### config.mk
export PLATFORM = sky130hd
export DESIGN_NAME = rbsi_merge
export DESIGN_NICKNAME = d
export VERILOG_FILES = /design/src/rtl/core/ray_box_slab_intersect_defines.svh /design/src/rtl/core/rbsi_pkg.sv /design/src/rtl/core/rbsi_merge.sv
export SDC_FILE = /design/constraint.sdc
export NUM_CORES = 1
export LEC_CHECK = 0
export BUFFER_PORTS_ARGS = -buffer_cell sky130_fd_sc_hd__clkbuf_2
export CORE_MARGIN = 2
export CORE_UTILIZATION = 51
export CTS_CLUSTER_SIZE = 10
export DETAILED_ROUTE_END_ITERATION = 8
export GPL_TIMING_DRIVEN = 0
export PLACE_DENSITY = 0.77
export SYNTH_ARGS = -nofsm -noshare
export SYNTH_HDL_FRONTEND = slang
export SYNTH_SLANG_ARGS = --single-unit
### constraint.sdc
create_clock -name clock -period 8.85 [get_ports clock]
set_clock_uncertainty 0.1 [all_clocks]
set_input_delay 1.77 -clock clock [delete_from_list [all_inputs] [get_ports clock]]
set_output_delay 1.77 -clock clock [all_outputs]
set_load 0.05 [all_outputs]
### src/rtl/core/ray_box_slab_intersect_defines.svh
// Assertion macros for the ray/box slab intersection block.
// Used by ray_box_slab_intersect.sv; expects signals named clock and reset in scope.
`ifndef RAY_BOX_SLAB_INTERSECT_DEFINES_SVH
`define RAY_BOX_SLAB_INTERSECT_DEFINES_SVH

// same-cycle implication, checked outside reset
`define RBSI_ASSERT_IMP(lbl, ante, cons, msg) \
   lbl: assert property (@(posedge clock) disable iff (reset) (ante) |-> (cons)) \
      else $error(msg);

// next-cycle implication, checked outside reset
`define RBSI_ASSERT_NXT(lbl, ante, cons, msg) \
   lbl: assert property (@(posedge clock) disable iff (reset) (ante) |=> (cons)) \
      else $error(msg);

`endif

### src/rtl/core/rbsi_pkg.sv
// Shared constants and types for the ray/box slab intersection block.
// No dependencies; used by every module of the block except rbsi_div_pipe.
`timescale 1ns / 1ps

package rbsi_pkg;

   localparam int COORD_WIDTH_DEF = 32;
   localparam int DIR_WIDTH       = 32;
   localparam int QUOT_SHIFT      = 29;
   localparam int NUM_LANES       = 3;
   localparam int CSR_IDX_WIDTH   = 3;

   localparam logic [DIR_WIDTH-1:0] DIR_Z_RESET = 32'hC000_0000;

   typedef enum logic [CSR_IDX_WIDTH-1:0] {
      CSR_ORIGIN_X = 3'd0,
      CSR_ORIGIN_Y = 3'd1,
      CSR_ORIGIN_Z = 3'd2,
      CSR_DIR_X    = 3'd3,
      CSR_DIR_Y    = 3'd4,
      CSR_DIR_Z    = 3'd5
   } csr_index_type;

   // per-slab flags carried alongside the divider pipeline
   typedef struct packed {
      logic neg_t1;
      logic neg_t2;
      logic dir_zero;
      logic in_range;
   } slab_side_type;

   // per-slab outcome handed to the merge stage
   typedef struct packed {
      logic bounded;
      logic ok;
   } lane_flag_type;

endpackage

### src/rtl/core/rbsi_merge.sv
// Merge of the three slab results: latest entry, earliest exit, hit decision, saturation.
// Depends on rbsi_pkg; instantiated by ray_box_slab_intersect.
`timescale 1ns / 1ps

module rbsi_merge #(
   parameter int CW = rbsi_pkg::COORD_WIDTH_DEF,
   parameter int QW = CW + 3 + rbsi_pkg::QUOT_SHIFT
) (
   input  logic                    clock,
   input  logic                    adv,
   input  logic signed [QW-1:0]    lo   [rbsi_pkg::NUM_LANES],
   input  logic signed [QW-1:0]    hi   [rbsi_pkg::NUM_LANES],
   input  rbsi_pkg::lane_flag_type flag [rbsi_pkg::NUM_LANES],
   output logic                    hit_ff,
   output logic signed [CW-1:0]    entry_ff
);

   localparam logic [CW-1:0] SAT_MIN = {1'b1, {(CW-1){1'b0}}};
   localparam logic [CW-1:0] SAT_MAX = {1'b0, {(CW-1){1'b1}}};

   logic signed [QW-1:0] tmin_in, tmax_in, tmin_ff, tmax_ff;
   logic                 tmin_any_in, tmax_any_in, ok_in;
   logic                 tmin_any_ff, tmax_any_ff, ok_ff;
   logic                 neg_tmax, crossed, fits, hit_in;
   logic [QW-CW:0]       upper;
   logic [CW-1:0]        entry_val, entry_in;

   always_comb begin
      tmin_in     = '0;
      tmax_in     = '0;
      tmin_any_in = 1'b0;
      tmax_any_in = 1'b0;
      ok_in       = 1'b1;
      for (int i = 0; i < rbsi_pkg::NUM_LANES; i++) begin
         ok_in = ok_in & flag[i].ok;
         if (flag[i].bounded) begin
            if (!tmin_any_in || (lo[i] > tmin_in)) begin
               tmin_in = lo[i];
            end
            if (!tmax_any_in || (hi[i] < tmax_in)) begin
               tmax_in = hi[i];
            end
            tmin_any_in = 1'b1;
            tmax_any_in = 1'b1;
         end
      end
   end

   always_ff @(posedge clock) begin
      if (adv) begin
         tmin_ff     <= tmin_in;
         tmax_ff     <= tmax_in;
         tmin_any_ff <= tmin_any_in;
         tmax_any_ff <= tmax_any_in;
         ok_ff       <= ok_in;
      end
   end

   assign neg_tmax = tmax_any_ff && tmax_ff[QW-1];
   assign crossed  = tmin_any_ff && tmax_any_ff && (tmin_ff > tmax_ff);
   assign hit_in   = ok_ff && !neg_tmax && !crossed;

   // no clamp needed when all bits above the field agree with its sign bit
   assign upper = tmin_ff[QW-1:CW-1];
   assign fits  = (&upper) || !(|upper);

   always_comb begin
      if (!tmin_any_ff) begin
         entry_val = SAT_MIN;
      end else if (fits) begin
         entry_val = tmin_ff[CW-1:0];
      end else begin
         entry_val = tmin_ff[QW-1] ? SAT_MIN : SAT_MAX;
      end
      entry_in = hit_in ? entry_val : '0;
   end

   always_ff @(posedge clock) begin
      if (adv) begin
         hit_ff   <= hit_in;
         entry_ff <= entry_in;
      end
   end

endmodule

==> results of run 1 <==
[through the flow]
stage          utilization  std cells  setup WS, ns  TNS (ns)  hold WS (ns)
2_1_floorplan            -       1932          1.02         0         0.476
3_3_place_gp         0.601       2797         -2.99   -278.20         0.535
3_5_place_dp         0.603       2799         -2.29   -242.35         0.540
4_1_cts              0.623       2833        0.0110         0         0.555
5_1_grt              0.626       2843       0.00431         0         0.597
6_report             0.626       2846         0.237         0         0.541
[worst max-delay path, cell delays in order]
cell and delay [ns]:
clkbuf_4 0.26, clkbuf_8 0.29, buf_6 0.24, buf_2 0.24
nand2_1 0.08, ha_1 0.29, nand4_1 0.24, nor4_4 0.38
nand4_1 0.28, o21ai_1 0.28, or3_1 0.17, o21ai_0 0.08
a31o_2 0.34, clkbuf_1 0.27, o21ai_0 0.33, a21boi_1 0.22
ha_1 0.26, and4_1 0.21, nand4_1 0.23, a311oi_1 0.09
o41a_1 0.39, o31a_1 0.32, nor4_4 0.30, o31a_1 0.22
buf_2 0.28, buf_2 0.28, nor2_1 0.06, a21oi_1 0.29
[cell type report]
cell class	instances	share of cell area
Antenna cell	10	0.00123
Buffer	88	0.0233
Clock buffer	19	0.0212
Clock inverter	12	0.00528
Inverter	148	0.0273
Multi-Input combinational cell	1532	0.545
Sequential cell	163	0.240
Tap cell	442	0.0271
Timing Repair Buffer	432	0.109
[how the worst min path moves through the flow]
stage | startpoint | endpoint | slack [ns] | cells after the start
2_1_floorplan | tmin_ff[0] | entry_ff[0] | 0.48 | 2
3_3_place_gp | tmin_ff[30] | entry_ff[30] | 0.53 | 2
3_5_place_dp | tmin_ff[30] | entry_ff[30] | 0.54 | 2
4_1_cts | tmin_ff[30] | entry_ff[30] | 0.56 | 2
5_1_grt | tmin_ff[30] | entry_ff[30] | 0.60 | 2
6_report | tmin_ff[30] | entry_ff[30] | 0.54 | 2
[sequential cells by signal, summed over array words and instances, names as in the netlist]
| signal | flops |
|---|---|
| tmin_ff | 64 |
| tmax_any_ff | 1 |
| ok_ff | 1 |
| entry_ff | 32 |
| hit_ff | 1 |
| tmax_ff | 64 |
[cells by family (layout without fill, tap and decap cells)]
kind of cell	Yosys count	after routing	share of synthesized area
AND/OR/NAND/NOR	507	507	0.139
adder cells (fa/ha/maj)	318	318	0.236
flip-flops	163	163	0.290
AO/OA/AOI/OAI	644	644	0.240
buffers and inverters	237	699	0.0590
other	0	10	0
multiplexers	63	63	0.0373
[repair_timing]
| action | 4_1_cts | 5_1_grt |
|---|---|---|
| pin swaps | 1 | 3 |
| hold endpoints to repair | 0 | 0 |
| endpoints found under the setup margin | 128 | 127 |
| resized for setup | 20 | 24 |
| buffers inserted | 4 | 3 |
| hold buffers | 0 | 0 |
[layout by cell type, fill, tap and decap left out, drive strengths merged, types with 32 or more instances in the layout]
cell,netlist,final
edfxtp,163,163
a22oi,65,65
a31oi,71,71
nand2,186,186
a21oi,143,143
clkbuf,67,507
nand4,65,65
nor2,142,142
o21ai,167,167
inv,148,150
ha,318,318
buf,22,32
a21o,38,38
mux2i,63,63
a21boi,65,65
[Yosys cell counts, drive strengths merged, types with 7 or more instances]
| library cell | number | share of area |
|---|---|---|
| a211oi | 17 | 0.0076 |
| a21boi | 65 | 0.029 |
| a21o | 38 | 0.017 |
| a21oi | 143 | 0.042 |
| a22oi | 65 | 0.029 |
| a31oi | 71 | 0.026 |
| and3 | 10 | 0.0037 |
| buf | 22 | 0.011 |
| clkbuf | 67 | 0.015 |
| edfxtp | 163 | 0.29 |
| ha | 318 | 0.24 |
| inv | 148 | 0.033 |
| mux2i | 63 | 0.037 |
| nand2 | 186 | 0.041 |
| nand3 | 25 | 0.0074 |
| nand4 | 65 | 0.024 |
| nor2 | 142 | 0.032 |
| nor3 | 26 | 0.0077 |
| nor4 | 21 | 0.0094 |
| o211ai | 13 | 0.0058 |
| o21a | 12 | 0.0053 |
| o21ai | 167 | 0.049 |
| o31ai | 7 | 0.0039 |
[power groups by stage]
stage | Sequential [uW] | Clock (uW) | Combinational (uW)
global placement | 1080 | 0 | 1170
finish | 1070 | 698 | 1270
global route | 1070 | 737 | 1410
CTS | 1060 | 704 | 1240
detailed placement | 1080 | 0 | 1220
floorplan | 1080 | 0 | 766
[routing by layer]
metal	part of all wire	routed length, um
met5	0.00020	12
met4	0.047	2790
met3	0.084	4930
met2	0.47	28000
met1	0.39	23200
==> impl_metrics.py, run 1 <==
metrics = {
    "die": {
        "start_util": 0.519,
        "die_width_um": 186,
        "dieArea_um2": 34600,
        "coreArea_um2": 32500,
        "io_pins": 425,
        "num_rows": 66,
        "die_y_um": 186,
    },
    "critical_path": {
        "critical_path.startpoint": "flag[5]",
        "reg2regPathDepth": 11,
        "reg2reg_slack_ns": 5.08,
        "arrival_ns": 8.72,
        "crit_type": "in -> reg",
        "crit_fanout": 10,
        "startpoint_type": "input pin",
        "crit_end": "tmin_ff[43]",
        "timing.rr.start": "tmin_ff[9]",
        "critPathRequiredTime_ns": 8.96,
        "critPathCaptureType": "register",
        "r2r-end": "entry_ff[26]",
    },
    "timing": {
        "timing.final.crit_share": 0.973,
        "setup_violations": 0,
        "rsz0062_at_grt": "no",
        "slew_viol_final": 0,
        "fmax_ghz": 0.116,
        "layout_min_cycle_time_ns": 8.61,
        "max_slew_margin": 0.334,
        "hold_viol": 0,
        "tightest_slew_ns": 0.989,
    },
    "grt": {
        "grt_util_met2": 0.570,
        "grt_pass1_wl_um": 88000,
        "met1_usage": 0.400,
        "busiest_layer": "met2",
        "grt_pass1_vias": 16800,
        "use_met3": 0.0722,
        "gr-usage-all-layers": 0.334,
        "overflow": 0,
        "grt_max_degree": 101,
        "antenna_found_initial": 10,
    },
    "pwr": {
        "total_power_uw": 3030,
        "switching_share": 0.377,
        "intPower_uw": 1890,
        "p_seq_frac": 0.352,
        "leakagePower_uw": 0.00969,
        "p_comb_frac": 0.418,
        "p_switching_uw": 1140,
        "power_density_nw_per_um2": 149,
        "irDropWorstVdd_uv": 154,
        "p_clk_frac": 0.230,
    },
    "routing": {
        "drt_pre_antenna_iters": 6,
        "route.detailed.drc": 0,
        "ant_nets": 0,
        "wl_per_cell_um": 20.7,
        "drt_iter0_drc": 1490,
        "vias": 17400,
        "drt-total-wl_um": 59000,
        "via_per_inst": 6.11,
    },
    "finish": {
        "fillers": 2970,
        "drive_above_1_share": 0.216,
        "regArea_um2": 4890,
        "syn_to_final_growth_pct": 20.6,
        "multi_input_area_um2": 11100,
        "fin_nets": 3092,
        "final_area_um2": 20400,
    },
    "hold_path": {
        "min_path_type": "reg -> reg",
    },
    "clocking": {
        "h-tree-depth": 4,
        "clockBufferDepth": 2,
        "clk_pin_slew_ns": 0.06,
        "cts_tree": "yes",
        "cts_buffers": 17,
        "cts_sinks": 163,
        "cts_root_buf": "clkbuf_16",
        "insertion_delay_ns": 0.43,
    },
    "logic_synthesis": {
        "synth_area_um2": 16900,
        "avgSynthCellArea_um2": 8.74,
        "ys_types": 62,
        "yosysWarnings": 0,
        "syn_nets": 2642,
        "synth-edff-count": 163,
        "yosysSeqAreaShare": 0.290,
        "synth_seq_cells": 163,
        "synthArstFlopShare": 0,
        "synthFlopType": "edfxtp_1",
        "synthCells": 1932,
    },
    "status": {
        "status": "finished, final reports clean",
    },
    "run": {
        "drv_cap": 0,
    },
    "placed_design": {
        "place_hpwl_um": 48900,
        "place_area_um2": 19600,
        "gp_congestion": 0.967,
        "port_buffers": 423,
    },
}
No activity file was read; power rests on OpenSTA's default activity.
==> inputs of run 2 (changes only) <==
PLACE_DENSITY = 0.85   (was 0.77)
==> run 2 against run 1 <==
Non-clock buffer count grew 1; utilization is 0.18 points higher; sequential power is essentially flat; clock power grew 10%; final cell count about the same; die area unchanged; critical path type unchanged.
==> impl_metrics.py, run 2 (synthesis gave the netlist of run 1 again) <==
metrics = {
    "clocking": {
        "cts_buffers": 17,
        "insertion_delay_ns": 0.44,
        "cts_sinks": 163,
        "cts_tree": "yes",
        "cts_root_buf": "clkbuf_16",
        "clk_pin_slew_ns": 0.08,
        "h-tree-depth": 4,
        "clockBufferDepth": 2,
    },
    "pwr": {
        "irDropWorstVdd_uv": 141,
        "p_switching_uw": 1200,
        "intPower_uw": 1910,
        "total_power_uw": 3110,
        "p_comb_frac": 0.410,
        "switching_share": 0.386,
        "power_density_nw_per_um2": 152,
        "leakagePower_uw": 0.00974,
        "p_clk_frac": 0.247,
        "p_seq_frac": 0.343,
    },
    "timing": {
        "tightest_slew_ns": 0.853,
        "max_slew_margin": 0.426,
        "timing.final.crit_share": 0.972,
        "setup_ws_ns": 0.252,
        "slew_viol_final": 0,
        "layout_min_cycle_time_ns": 8.60,
        "tns_ns": 0,
        "setup_violations": 0,
        "fmax_ghz": 0.116,
        "hold_viol": 0,
    },
    "critical_path": {
        "timing.rr.start": "tmin_ff[9]",
        "arrival_ns": 8.71,
        "cp_slowest_cell": "o41a_1",
        "critical_path_buf_inv_count": 7,
        "startpoint_type": "input pin",
        "crit_type": "in -> reg",
        "critPathCaptureType": "register",
        "r2r-end": "entry_ff[20]",
        "crit_fanout": 10,
        "reg2regPathDepth": 11,
        "cpPeakStageDelay_ns": 0.40,
        "critPathRequiredTime_ns": 8.96,
        "reg2reg_slack_ns": 5.14,
        "critPathTopFamily": "compound AO/OA/AOI/OAI gates",
    },
    "routing": {
        "vias": 17800,
        "route.detailed.drc": 0,
        "drt_pre_antenna_iters": 8,
        "wl_per_cell_um": 21.0,
        "ant_nets": 0,
        "drt_iter0_drc": 1760,
        "drt-total-wl_um": 59800,
        "via_per_inst": 6.24,
    },
    "finish": {
        "fin_cells": 2848,
        "drive_above_1_share": 0.220,
        "mostFrequentLayoutCell": "clkbuf_2",
        "syn_to_final_growth_pct": 21.0,
        "fillers": 2888,
        "final_area_um2": 20400,
        "layout_common_cells": "clkbuf_2, ha_1, nand2_1",
        "fin_nets": 3093,
        "largest_registers": "tmax_ff (64), tmin_ff (64), entry_ff (32)",
    },
    "die": {
        "num_rows": 66,
        "start_util": 0.519,
        "die_width_um": 186,
        "die_y_um": 186,
        "io_pins": 425,
        "coreArea_um2": 32500,
        "dieArea_um2": 34600,
    },
    "placed_design": {
        "port_buffers": 423,
        "dp_worst_setup_slack_ns": -2.25,
        "place_hpwl_um": 49300,
        "dp_cells": 2799,
        "place_area_um2": 19600,
        "gp_congestion": 0.979,
    },
    "hold_path": {
        "min_path_cells": 2,
        "min_path_type": "reg -> reg",
        "hp-start": "tmin_ff[7]",
        "hold_end": "entry_ff[7]",
    },
    "grt": {
        "grt_pass1_wl_um": 89100,
        "gr-usage-all-layers": 0.337,
        "antenna_found_initial": 12,
        "grt_pass1_vias": 17300,
        "overflow": 0,
        "grt_max_degree": 129,
    },
    "run": {
        "drv_cap": 0,
    },
    "status": {
        "status": "finished, final reports clean",
    },
}
-- run 2: layout make-up --
class,instances,area [um2],share of cell area
Inverter,148,556,0.0272
Sequential cell,163,4890,0.240
Clock buffer,17,425,0.0208
Tap cell,442,553,0.0271
Multi-Input combinational cell,1532,11100,0.543
Antenna cell,10,25.0,0.00122
Clock inverter,15,186,0.00912
Buffer,88,484,0.0237
Timing Repair Buffer,433,2220,0.109
-- run 2: per-layer routing --
layer / vias to the layer above / global-route usage / share of wire
met2: 1053 / 0.572 / 0.47
met5: - / 0 / 0
met1: 8234 / 0.402 / 0.38
li1: 8234 / - / -
met4: 0 / 0.193 / 0.061
met3: 246 / 0.0581 / 0.093
-- run 2: through the flow --
| step | hold WS, ns | util |
|---|---|---|
| 6_report | 0.567 | 0.628 |
| 2_1_floorplan | 0.476 | - |
| 5_1_grt | 0.585 | 0.628 |
| 4_1_cts | 0.566 | 0.623 |
| 3_3_place_gp | 0.527 | 0.601 |
| 3_5_place_dp | 0.551 | 0.603 |
-- run 2: worst max path at each step --
stage | slack, ns | endpoint | from | depth (start not counted)
after CTS | 0.007 | tmin_ff[46] | flag[5] | 28
after global placement | -2.78 | tmin_ff[46] | flag[5] | 26
final | 0.25 | tmin_ff[45] | flag[5] | 28
after global routing | -0.06 | tmin_ff[42] | flag[5] | 28
after floorplan | 1.02 | tmin_ff[16] | flag[5] | 27
after detailed placement | -2.25 | tmin_ff[42] | flag[5] | 28
-- run 2: tightest hold or removal path, cell delays in order, from the launching register on --
cell and delay [ns]:
edfxtp_1 0.36, o21ai_0 0.09, nor2_1 0.11
-- run 2: what timing repair did --
action,CTS,global route
cloned,0,0
hold buffers,0,0
gates resized for setup,20,31
pin swaps,2,3
setup endpoints to repair,128,128
setup buffers,0,8
-- run 2: power by group through the flow --
stage / Clock (uW) / Sequential, uW / Combinational, uW
detailed placement: 0 / 1080 / 1220
finish: 769 / 1070 / 1280
global route: 802 / 1070 / 1420
CTS: 770 / 1060 / 1240
floorplan: 0 / 1080 / 766
global placement: 0 / 1080 / 1170
